--- config.mk ---
export PLATFORM = sky130hd
export DESIGN_NAME = ansi_csi_text_console_unit
export DESIGN_NICKNAME = d
export VERILOG_FILES = /design/src/rtl/core/acsi_pkg.sv /design/src/rtl/core/acsi_parser.sv /design/src/rtl/core/acsi_queue.sv /design/src/rtl/core/acsi_exec.sv /design/src/rtl/core/ansi_csi_text_console_unit.sv
export SDC_FILE = /design/constraint.sdc
export NUM_CORES = 1
export LEC_CHECK = 0
export BUFFER_PORTS_ARGS = -buffer_cell sky130_fd_sc_hd__buf_4
export CORE_MARGIN = 3
export CORE_UTILIZATION = 30
export CTS_BUF_LIST = sky130_fd_sc_hd__clkbuf_8
export CTS_CLUSTER_DIAMETER = 80
export DETAILED_ROUTE_END_ITERATION = 6
export PLACE_DENSITY_LB_ADDON = 0.1
export SYNTH_ARGS = -nofsm -noshare
export SYNTH_HDL_FRONTEND = slang
export SYNTH_SLANG_ARGS = --single-unit
--- constraint.sdc ---
create_clock -name clk -period 5 [get_ports clk]
set_input_delay 0.25 -clock clk [delete_from_list [all_inputs] [get_ports clk]]
set_output_delay 0.25 -clock clk [all_outputs]
set_load 0.005 [all_outputs]
--- src/rtl/core/acsi_pkg.sv ---
//------------------------------------------------------------------------------
// acsi_pkg
// shared constants, codes and types of the ansi csi text console
//------------------------------------------------------------------------------
`default_nettype none
package acsi_pkg;
	localparam int ScreenRows = 25;
	localparam int ScreenCols = 80;
	localparam int RowW = 5;
	localparam int ColW = 7;
	localparam int ParamW = 16;
	localparam logic [ParamW-1:0] ParamMax = 16'hFFFF;
	localparam logic [7:0] ChEsc = 8'd27;
	localparam logic [7:0] ChLbr = 8'h5B;
	localparam logic [7:0] ChSemi = 8'h3B;
	localparam logic [7:0] ChSpace = 8'h20;
	localparam logic [7:0] DefaultAttrRst = 8'd15;
	localparam logic [RowW-1:0] LastRow = RowW'(ScreenRows);
	localparam logic [ColW-1:0] LastCol = ColW'(ScreenCols);

	typedef enum logic [3:0] {
		PH_IDLE = 4'b0001,
		PH_ESC  = 4'b0010,
		PH_P1   = 4'b0100,
		PH_P2   = 4'b1000
	} phase_t;

	// classified operation handed from front to back
	typedef enum logic [3:0] {
		OP_CELL, OP_UP, OP_DOWN, OP_RIGHT, OP_LEFT, OP_NEXTL, OP_PREVL,
		OP_COL, OP_POS, OP_ED, OP_EL, OP_SGR
	} op_t;

	typedef struct packed {
		op_t              op;
		logic [7:0]       glyph;
		logic [ParamW-1:0] p1;
		logic [ParamW-1:0] p2;
	} cmd_t;

	localparam int CmdW = $bits(cmd_t);

	function automatic logic [ParamW-1:0] add_digit(logic [ParamW-1:0] p, logic [3:0] d);
		logic [20:0] v;
		v = 21'(p) * 21'd10 + 21'(d);
		return (v > 21'(ParamMax)) ? ParamMax : v[ParamW-1:0];
	endfunction

	function automatic logic [7:0] fg_code(logic [2:0] i);
		logic [7:0] r;
		case (i)
			3'd0: r = 8'h08;
			3'd1: r = 8'h0C;
			3'd2: r = 8'h0A;
			3'd3: r = 8'h0E;
			3'd4: r = 8'h09;
			3'd5: r = 8'h0D;
			3'd6: r = 8'h0B;
			default: r = 8'h0F;
		endcase
		return r;
	endfunction

	function automatic logic [7:0] bg_code(logic [2:0] i);
		logic [7:0] r;
		case (i)
			3'd0: r = 8'h00;
			3'd1: r = 8'h40;
			3'd2: r = 8'h20;
			3'd3: r = 8'h60;
			3'd4: r = 8'h10;
			3'd5: r = 8'h50;
			3'd6: r = 8'h30;
			default: r = 8'h70;
		endcase
		return r;
	endfunction
endpackage
`default_nettype wire

--- src/rtl/core/acsi_parser.sv ---
//------------------------------------------------------------------------------
// acsi_parser
// front part: escape sequence parse and classification of each byte
//------------------------------------------------------------------------------
`default_nettype none
module acsi_parser import acsi_pkg::*; (
	input  wire logic       clk,
	input  wire logic       arst_n,
	input  wire logic       in_valid,
	input  wire logic [7:0] text_byte,
	output logic            in_stall,
	output logic            cmd_valid,
	output cmd_t            cmd,
	input  wire logic       cmd_ready
);
	phase_t phase_q, phase_d;
	logic [ParamW-1:0] p1_q, p2_q, p1_d, p2_d;
	logic digit, take, emit;
	op_t fop;
	logic fknown;

	assign digit = (text_byte >= 8'h30) && (text_byte <= 8'h39);
	assign in_stall = !cmd_ready;
	assign take = in_valid && cmd_ready;

	always_comb begin
		fknown = 1'b1;
		fop = OP_SGR;
		case (text_byte)
			8'h41: fop = OP_UP;
			8'h42: fop = OP_DOWN;
			8'h43: fop = OP_RIGHT;
			8'h44: fop = OP_LEFT;
			8'h45: fop = OP_NEXTL;
			8'h46: fop = OP_PREVL;
			8'h47: fop = OP_COL;
			8'h48: fop = OP_POS;
			8'h66: fop = OP_POS;
			8'h4A: fop = OP_ED;
			8'h4B: fop = OP_EL;
			8'h6D: fop = OP_SGR;
			default: fknown = 1'b0;
		endcase
	end

	always_comb begin
		phase_d = phase_q;
		p1_d = p1_q;
		p2_d = p2_q;
		emit = 1'b0;
		cmd = '{op: OP_CELL, glyph: text_byte, p1: p1_q, p2: p2_q};
		case (phase_q)
			PH_P1: begin
				if (digit) p1_d = add_digit(p1_q, text_byte[3:0]);
				else if (text_byte == ChSemi) phase_d = PH_P2;
				else begin
					phase_d = PH_IDLE;
					emit = fknown;
					cmd.op = fop;
				end
			end
			PH_P2: begin
				if (digit) p2_d = add_digit(p2_q, text_byte[3:0]);
				else begin
					phase_d = PH_IDLE;
					emit = fknown;
					cmd.op = fop;
				end
			end
			default: begin
				if (phase_q == PH_ESC && text_byte == ChLbr) begin
					phase_d = PH_P1;
					p1_d = '0;
					p2_d = '0;
				end else if (text_byte == ChEsc) begin
					phase_d = PH_ESC;
				end else begin
					phase_d = PH_IDLE;
					emit = 1'b1;
				end
			end
		endcase
	end

	assign cmd_valid = take && emit;

	always_ff @(posedge clk or negedge arst_n) begin
		if (!arst_n) begin
			phase_q <= PH_IDLE;
			p1_q <= '0;
			p2_q <= '0;
		end else if (take) begin
			phase_q <= phase_d;
			p1_q <= p1_d;
			p2_q <= p2_d;
		end
	end
endmodule
`default_nettype wire

--- src/rtl/core/acsi_queue.sv ---
//------------------------------------------------------------------------------
// acsi_queue
// two-entry command queue between parser and executor
//------------------------------------------------------------------------------
`default_nettype none
module acsi_queue import acsi_pkg::*; (
	input  wire logic clk,
	input  wire logic arst_n,
	input  wire logic push,
	input  cmd_t      push_cmd,
	output logic      not_full,
	output logic      pop_valid,
	output cmd_t      pop_cmd,
	input  wire logic pop
);
	cmd_t mem_q [2];
	logic wp_q, rp_q;
	logic [1:0] cnt_q;

	assign not_full = (cnt_q != 2'd2);
	assign pop_valid = (cnt_q != 2'd0);
	assign pop_cmd = mem_q[rp_q];

	always_ff @(posedge clk) begin
		if (push) mem_q[wp_q] <= push_cmd;
	end

	always_ff @(posedge clk or negedge arst_n) begin
		if (!arst_n) begin
			wp_q <= 1'b0;
			rp_q <= 1'b0;
			cnt_q <= '0;
		end else begin
			if (push) wp_q <= !wp_q;
			if (pop && pop_valid) rp_q <= !rp_q;
			cnt_q <= cnt_q + 2'(push) - 2'(pop && pop_valid);
		end
	end
endmodule
`default_nettype wire

--- src/rtl/core/acsi_exec.sv ---
//------------------------------------------------------------------------------
// acsi_exec
// back part: cursor, attribute and result register
//------------------------------------------------------------------------------
`default_nettype none
module acsi_exec import acsi_pkg::*; (
	input  wire logic        clk,
	input  wire logic        arst_n,
	input  wire logic        cmd_valid,
	input  cmd_t             cmd,
	output logic             cmd_pop,
	input  wire logic [7:0]  dflt_attr,
	output logic             out_valid,
	input  wire logic        out_stall,
	output logic             kind,
	output logic [RowW-1:0]  start_row,
	output logic [ColW-1:0]  start_col,
	output logic [RowW-1:0]  end_row,
	output logic [ColW-1:0]  end_col,
	output logic [7:0]       glyph,
	output logic [7:0]       cell_attr
);
	logic [RowW-1:0] row_q, row_d;
	logic [ColW-1:0] col_q, col_d;
	logic [7:0] attr_q, attr_d;
	logic go, res, valid_q;
	logic [RowW-1:0] r0, r1;
	logic [ColW-1:0] c0, c1;
	logic kd;
	logic [7:0] gl;
	logic [17:0] rsum, csum;
	logic [17:0] rdif, cdif;
	logic [ParamW-1:0] n, m;

	assign n = cmd.p1;
	assign m = cmd.p2;
	assign out_valid = valid_q;
	assign go = cmd_valid && (!valid_q || !out_stall);
	assign cmd_pop = go;

	function automatic logic [RowW-1:0] crow(logic [17:0] v);
		return (v == 18'd0) ? RowW'(1) : (v > 18'(ScreenRows)) ? LastRow : v[RowW-1:0];
	endfunction
	function automatic logic [ColW-1:0] ccol(logic [17:0] v);
		return (v == 18'd0) ? ColW'(1) : (v > 18'(ScreenCols)) ? LastCol : v[ColW-1:0];
	endfunction

	always_comb begin
		rsum = 18'(row_q) + 18'(n);
		csum = 18'(col_q) + 18'(n);
		// below one collapses to zero so the clamp gives one
		rdif = (18'(n) >= 18'(row_q)) ? 18'd0 : 18'(row_q) - 18'(n);
		cdif = (18'(n) >= 18'(col_q)) ? 18'd0 : 18'(col_q) - 18'(n);
		row_d = row_q;
		col_d = col_q;
		attr_d = attr_q;
		res = 1'b0;
		kd = 1'b1;
		gl = ChSpace;
		r0 = row_q; c0 = col_q; r1 = row_q; c1 = col_q;
		case (cmd.op)
			OP_CELL: begin
				res = 1'b1;
				kd = 1'b0;
				gl = cmd.glyph;
				col_d = ccol(18'(col_q) + 18'd1);
			end
			OP_UP: row_d = crow(rdif);
			OP_DOWN: row_d = crow(rsum);
			OP_RIGHT: col_d = ccol(csum);
			OP_LEFT: col_d = ccol(cdif);
			OP_NEXTL: begin row_d = crow(rsum); col_d = ColW'(1); end
			OP_PREVL: begin row_d = crow(rdif); col_d = ColW'(1); end
			OP_COL: col_d = ccol(18'(n));
			OP_POS: begin row_d = crow(18'(n)); col_d = ccol(18'(m)); end
			OP_ED: begin
				res = (n <= 16'd2);
				if (n == 16'd0) begin r1 = LastRow; c1 = LastCol; end
				else if (n == 16'd1) begin r0 = RowW'(1); c0 = ColW'(1); end
				else begin r0 = RowW'(1); c0 = ColW'(1); r1 = LastRow; c1 = LastCol; end
			end
			OP_EL: begin
				res = (n <= 16'd2);
				if (n == 16'd0) c1 = LastCol;
				else if (n == 16'd1) c0 = ColW'(1);
				else begin c0 = ColW'(1); c1 = LastCol; end
			end
			OP_SGR: begin
				if (n == 16'd0) attr_d = dflt_attr;
				else if (n == 16'd7) attr_d = {1'b0, attr_q[2:0], 1'b1, attr_q[6:4]};
				else if (n >= 16'd30 && n <= 16'd37)
					attr_d = (attr_q & 8'hF0) | fg_code(n[2:0] - 3'd6);
				else if (n == 16'd39) attr_d = (attr_q & 8'hF0) | fg_code(3'd7);
				else if (n >= 16'd40 && n <= 16'd47) attr_d = (attr_q & 8'h8F) | bg_code(n[2:0]);
				else if (n == 16'd49) attr_d = attr_q & 8'h8F;
			end
			default: ;
		endcase
	end

	always_ff @(posedge clk or negedge arst_n) begin
		if (!arst_n) begin
			row_q <= RowW'(1);
			col_q <= ColW'(1);
			attr_q <= DefaultAttrRst;
			valid_q <= 1'b0;
		end else begin
			if (go) begin
				row_q <= row_d;
				col_q <= col_d;
				attr_q <= attr_d;
				valid_q <= res;
			end else if (!out_stall) valid_q <= 1'b0;
		end
	end

	always_ff @(posedge clk) begin
		if (go && res) begin
			kind <= kd;
			start_row <= r0;
			start_col <= c0;
			end_row <= r1;
			end_col <= c1;
			glyph <= gl;
			cell_attr <= attr_q;
		end
	end
endmodule
`default_nettype wire

--- src/rtl/core/ansi_csi_text_console_unit.sv ---
//------------------------------------------------------------------------------
// ansi_csi_text_console_unit
// byte-serial ansi csi text console front end
//------------------------------------------------------------------------------
// One text byte is taken every cycle while the two-entry command queue has
// room; each command is held in the queue and then taken by the executor.
// The parser classifies bytes; the executor updates cursor and attribute at
// one command per cycle while out_stall is low: one byte per clock sustained.
`default_nettype none
module ansi_csi_text_console_unit import acsi_pkg::*; (
	input  wire logic            clk,
	input  wire logic            arst_n,
	input  wire logic            in_valid,
	output logic                 in_stall,
	input  wire logic [7:0]      text_byte,
	input  wire logic            cfg_valid,
	output logic                 cfg_ready,
	input  wire logic [7:0]      cfg_data,
	output logic                 out_valid,
	input  wire logic            out_stall,
	output logic                 kind,
	output logic [RowW-1:0]      start_row,
	output logic [ColW-1:0]      start_col,
	output logic [RowW-1:0]      end_row,
	output logic [ColW-1:0]      end_col,
	output logic [7:0]           glyph,
	output logic [7:0]           cell_attr
);
	logic [7:0] dflt_attr_q;
	logic push, nfull, qv, pop;
	cmd_t pcmd, qcmd;

	assign cfg_ready = 1'b1;
	always_ff @(posedge clk or negedge arst_n) begin
		if (!arst_n) dflt_attr_q <= DefaultAttrRst;
		else if (cfg_valid) dflt_attr_q <= cfg_data;
	end

	acsi_parser u_parser (
		.clk, .arst_n, .in_valid, .text_byte, .in_stall,
		.cmd_valid(push), .cmd(pcmd), .cmd_ready(nfull)
	);

	acsi_queue u_queue (
		.clk, .arst_n, .push, .push_cmd(pcmd), .not_full(nfull),
		.pop_valid(qv), .pop_cmd(qcmd), .pop
	);

	acsi_exec u_exec (
		.clk, .arst_n, .cmd_valid(qv), .cmd(qcmd), .cmd_pop(pop),
		.dflt_attr(dflt_attr_q), .out_valid, .out_stall, .kind,
		.start_row, .start_col, .end_row, .end_col, .glyph, .cell_attr
	);

	a_cursor_row: assert property (@(posedge clk) disable iff (!arst_n)
		u_exec.row_q >= RowW'(1) && u_exec.row_q <= LastRow) else $error("row out of range");
	a_cursor_col: assert property (@(posedge clk) disable iff (!arst_n)
		u_exec.col_q >= ColW'(1) && u_exec.col_q <= LastCol) else $error("col out of range");
	a_no_push_full: assert property (@(posedge clk) disable iff (!arst_n)
		push |-> nfull) else $error("queue overflow");
endmodule
`default_nettype wire
# Word-level counts from Yosys, hierarchy flattened
# Memory sizes are Yosys's and may differ from the RTL's.
# Index checks and enable logic that the tools add are counted.
# op_classes
eq_ne	52
magnitude_cmp	19
bitwise	4
n_reduce_logical	47
n_addsub	10
n_mul	2
n_mux	79
# op_table
operator	count
$mux W8	15
$mux W7	16
$eq A8 B7 Y1 const B	13
$logic_not A18 Y1	5
$mux W16	5
$pmux W16 S2	2
$mux W5	11
$gt A18 B7 Y1 const B	3
$pmux W7 S7	1
$add A20 B4 Y21	2
$gt A21 B16 Y1 const B	2
$pmux W7 S6	1
$pmux W4 S10	1
$mul A16 B3 Y19 const B	2
$gt A18 B5 Y1 const B	2
$mux W18	2
$eq A16 B6 Y1 const B	2
$gt A16 B7 Y1 const B	2
$le A16 B6 Y1 const B	2
$logic_not A16 Y1	2
$mux W4	7
$pmux W3 S7	1
$eq A4 B3 Y1 const B	5
$eq A4 B4 Y1 const B	5
50 further kinds	104
# totals
n_memories	1
mem_bits_rw	88
register_bits	110
elab_cells	234
in_bits	21
out_inout_bits	44
# mem_list
name	depth	width	read_ports	rd_clocked_by_memory_dff	write_ports	line_no	source
u_queue.mem_q	2	44	1	0	1	acsi_queue.sv:16	cmd_t mem_q [2];

# Depth between registers and ports, before layout
# An unclocked memory read counts as a cell.
# depth
word_depth	15
ltp_mapped	17
depth_no_buf	14

# Hierarchy
# From an unflattened synthesis, not the netlist that was laid out.
# unflattened
hier_cells	1355
area_unflattened_um2	13998.4
# modules_own_cells
mod	n_inst	area_per_inst_um2	seq_area_each_um2	cells_per_inst
acsi_exec	1	5591.6	1764.2	657
acsi_parser	1	4485.6	902.1	525
acsi_queue	1	3573.4	2742.6	154
ansi_csi_text_console_unit	1	347.8	205.2	19

# Worst setup path before layout
# No wires, ideal clock.
# synth_path
path_kind	in2reg
start	input text_byte[3]
end	memory u_queue.mem_q[0][0] (netlist bit), enable pin
t_arrival_ns	3.219
stages	9
path_buffers	1
required_time_ns	4.554
setup_slack_ns	1.335
setup_time_ns	0.446
cell_sequence	clkbuf_1 nor2b_1 nand4_1 nand2b_1 a21oi_1 nand2_1 nor3_1 o21bai_1 nor2_1
# synth_between
elab_chain_len	9
elab_cells_between_ends	30
cone_classes	order compare: 2; eq/ne: 15; mux: 9; reduce/logical: 4
# synth_lines
element	line_no	source
start, declared	ansi_csi_text_console_unit.sv:15	input wire logic [7:0] text_byte,
$eq A8 B7 Y1	acsi_parser.sv:29	case (text_byte)
$reduce_or A12 Y1 (no source line)	n/a	
$mux W1	acsi_parser.sv:29	
$mux W1	acsi_parser.sv:55	else if (text_byte == ChSemi) phase_d = PH_P2;
$mux W1	acsi_parser.sv:54	if (digit) p1_d = add_digit(p1_q, text_byte[3:0]);
$pmux W1 S2 *	acsi_parser.sv:52	case (phase_q)
$logic_and A1 B1 Y1 *	acsi_parser.sv:85	assign cmd_valid = take && emit;
$mux W1 *	acsi_queue.sv:25	if (push) mem_q[wp_q] <= push_cmd;
$mux W1 (not written as such) *	acsi_queue.sv:25	
end, declared	acsi_queue.sv:16	
# Mark *: on every way between the ends. The rest lies on a longest branch, timed or not.

# Worst setup path after layout
# layout_path
start	register u_queue.rp_q
end	register u_exec.row_q[0]
# layout_between
elab_chain_len	7
elab_cells_between_ends	27
cone_classes	add/sub: 2; order compare: 4; eq/ne: 5; mux: 8; reduce/logical: 7; memory: 1
# layout_lines
element	line_no	source
start, declared	acsi_queue.sv:17	logic wp_q, rp_q;
start signal, assigned	acsi_queue.sv:35	if (pop && pop_valid) rp_q <= !rp_q;
$mem_v2 Z2 W44 *	n/a	
$sub A5 B16 Y17 / $ge A16 B5 Y1 (equally long branches)	acsi_exec.sv:52	rdif = (18'(n) >= 18'(row_q)) ? 18'd0 : 18'(row_q) - 18'(n);
$mux W18	acsi_exec.sv:52	
$gt A18 B5 Y1	acsi_exec.sv:42	return (v == 18'd0) ? RowW'(1) : (v > 18'(ScreenRows)) ? LastRow : v[RowW-1:0];
$mux W5 (2 in a row)	acsi_exec.sv:42	
$pmux W5 S3	acsi_exec.sv:61	case (cmd.op)
end signal, assigned	acsi_exec.sv:103	row_q <= RowW'(1);
end signal, assigned	acsi_exec.sv:109	row_q <= row_d;
end, declared	acsi_exec.sv:23	logic [RowW-1:0] row_q, row_d;
# Marks and branches as above.
# A chain may end at the register's enable or synchronous reset.

==> impl_metrics.json <==
{
  "ant_nets": 0,
  "wl_per_cell_um": 18.5,
  "arrival_ps": 4720,
  "synth_top_area_frac": 0.288,
  "skew_ps": 18.0,
  "leakagePower_uw": 0.00612,
  "cp-end-kind": "register",
  "ys_types": 94,
  "cts_sinks": 198,
  "drt_iter0_drc": 697,
  "synth_area_um2": 13400,
  "clk_pin_slew_ps": 100,
  "worstPathMaxFanout": 57,
  "insertion_delay_ps": 510,
  "timing.slew.headroom": 0.415,
  "numCtsBuffers": 17,
  "ys_ff_latch": 198,
  "die-area_um2": 47400,
  "grt_pass1_vias": 10500,
  "min_path_type": "input pin to register",
  "min_period_ps": 4300,
  "cts_root_buffer": "clkbuf_8",
  "ys_top_cells_by_count": "edfxtp_1, nor2_1, a21oi_1",
  "vdd_drop_max_v": 0.000234,
  "vias": 10700,
  "drc": 0,
  "power_uw": 6960,
  "start_kind": "register",
  "wl_um": 37400,
  "grt_pass1_wl_um": 59400,
  "outcome": "completed",
  "max_cap_violations": 0,
  "setup_viol": 0,
  "antenna_found_initial": 0,
  "synthesis.nets": 1468,
  "initial_core_util": 0.308,
  "num_io_pins": 65,
  "placed_area_um2": 14700,
  "cts_resized": 0,
  "yosys-top-cells-area": "edfxtp_1, dfrtp_1, ha_1",
  "synth_flop_cell": "edfxtp_1",
  "core-area_um2": 43600,
  "crit_type": "register to register",
  "fin_nets": 1545,
  "worst_pin_slew_ps": 871,
  "slew_viol_final": 0,
  "cts_tree": "yes",
  "fin_crit_sh": 0.859,
  "yosysSeqAreaShare": 0.418,
  "yosysMostFrequentCell": "edfxtp_1",
  "htree_levels": 4,
  "routabilityCongestion": 0.839,
  "grt_max_degree": 58,
  "synthArstFlopShare": 0.348,
  "netlist_instances": 1346,
  "holdWs_ps": 73.1,
  "setup_ws_ps": 704,
  "pre_cts_slack_ps": 748,
  "final_area_um2": 15200,
  "diodes": 0,
  "grt-ovfl-total": 0,
  "dr.pass1.iters": 5,
  "power_density_nw_per_um2": 457,
  "grt_use_total": 0.158,
  "syn2layout_area_growth_pct": 13.2,
  "synth_edf_count": 129,
  "required_ps": 5430,
  "setup-tns-final_ps": 0,
  "hpwlAfterDp_um": 28400,
  "drive_gt1_frac": 0.135,
  "port_buffers": 63,
  "viasPerCell": 5.27,
  "syn_avg_cell_area_um2": 9.99,
  "std_cell_rows": 76,
  "clockBufferDepth": 2,
  "synth_top_area_cell": "edfxtp_1",
  "finalHoldViolations": 0,
  "ys.warnings.count": 0,
  "die_width_um": 218,
  "rsz0062_at_grt": "no",
  "fp.dieH_um": 218,
  "clock.fmax_ghz": 0.233
}
-- cell families after synthesis --
kind of cell | count (synthesis) | synth area share
buffers and inverters | 98 | 0.0299
adders and majority gates | 101 | 0.0985
DFF | 198 | 0.418
AOI/OAI and AO/OA | 368 | 0.188
other | 1 | 0.000279
muxes | 57 | 0.0452
and+or+nand+nor | 466 | 0.184
xor gates and xnor gates | 57 | 0.0371
-- worst max-delay path, stage by stage (launching register included) --
cell and delay (ps):
dfrtp_4 810, nand2_1 100, o21a_1 220, inv_1 350, ha_1 260, fa_1 240
nand2b_1 80, a221oi_1 450, o211a_1 240, a32oi_1 70, mux2_2 320, nor4_1 660
a31oi_1 150, o31a_1 270
-- where the power goes --
group          switching [uW]  total (uW)  internal (uW)
Sequential                307        2440           2130
Clock                     601        1050            449
Combinational            2140        3470           1340
Total                    3040        6960           3910
-- cells in the final DEF, fill, tap and decap left out, types with 8 or more instances in the layout --
cell           synthesis  layout
and2_1                17      16
o211ai_1              17      17
clkbuf_8               0      17
xor2_1                21      21
edfxtp_1             129     129
a211o_1                8       8
buf_4                  3      83
ha_1                  93      93
nor3_1                53      53
or2_2                 14      14
o211a_1                8       8
nor2b_1               25      25
nand3b_1              10      10
nand4_1               14      14
nand3_1               38      38
a211oi_1              18      18
a21oi_1               99      99
dfstp_2               11      11
a22oi_1                8       8
o32ai_1                8       8
or3_1                 16      16
mux2i_1               29      29
a21o_1                16      16
fa_1                   8       8
xnor2_1               36      36
dfrtp_1               58      57
dlygate4sd3_1          0      15
a31oi_1               28      28
nor2_1               114     112
mux2_2                27      27
inv_1                 55      58
nor4_1                23      21
o21ai_0               49      49
o21a_1                12      12
o31a_1                18      18
nand2_1               72      72
nand2b_1              30      30
-- metal layers --
metal | GRT usage | share of wire | vias up
met4 | 0.0465 | 0.019 | 0
met2 | 0.251 | 0.45 | 217
li1 | - | - | 5292
met3 | 0.0262 | 0.032 | 46
met5 | 0 | 0 | -
met1 | 0.222 | 0.50 | 5096
-- path summary, 6_finish.rpt --
path,start,end,slack (ps),cells after the start
worst max-delay path,u_queue.rp_q,u_exec.row_q[0],700,13
worst min-delay path,text_byte[0],u_queue.mem_q[1][32],70,1
worst max register to register,u_queue.rp_q,u_exec.row_q[0],700,13
worst min register to register,u_exec.attr_q[7],u_exec.cell_attr[7],460,0
max in group asynchronous,arst_n,u_queue.rp_q,3770,3
min in group asynchronous,arst_n,u_exec.col_q[3],210,2
-- cell type report --
type,instances,area (um2)
Sequential cell,198,5620
Clock buffer,17,234
Timing Repair Buffer,100,813
Inverter,56,210
Fill cell,4360,28400
Multi-Input combinational cell,1050,7460
Tap cell,585,732
Clock inverter,15,151
-- what timing repair did --
item / CTS / global route
endpoints found under the hold margin: 43 / 0
endpoints found under the setup margin: 0 / 0
setup buffers: 0 / 0
hold buffers: 15 / 0
-- through the flow --
step | instances | utilization
2_1_floorplan | 1346 | -
3_3_place_gp | 1974 | 0.336
3_5_place_dp | 1974 | 0.336
4_1_cts | 2021 | 0.349
5_1_grt | 2021 | 0.349
6_report | 2021 | 0.349
-- registers in the layout, summed over array words and instances, names as in the netlist, 2 cells and up --
| signal | flops |
|---|---|
| u_queue.mem_q | 88 |
| u_parser.p1_q | 16 |
| u_parser.p2_q | 16 |
| dflt_attr_q | 8 |
| u_exec.attr_q | 8 |
| u_exec.cell_attr | 8 |
| u_exec.glyph | 8 |
| u_exec.col_q | 7 |
| u_exec.end_col | 7 |
| u_exec.start_col | 7 |
| u_exec.end_row | 5 |
| u_exec.row_q | 5 |
| u_exec.start_row | 5 |
| u_parser.phase_q | 4 |
| u_queue.cnt_q | 2 |
(Power assumes the default switching activity.)
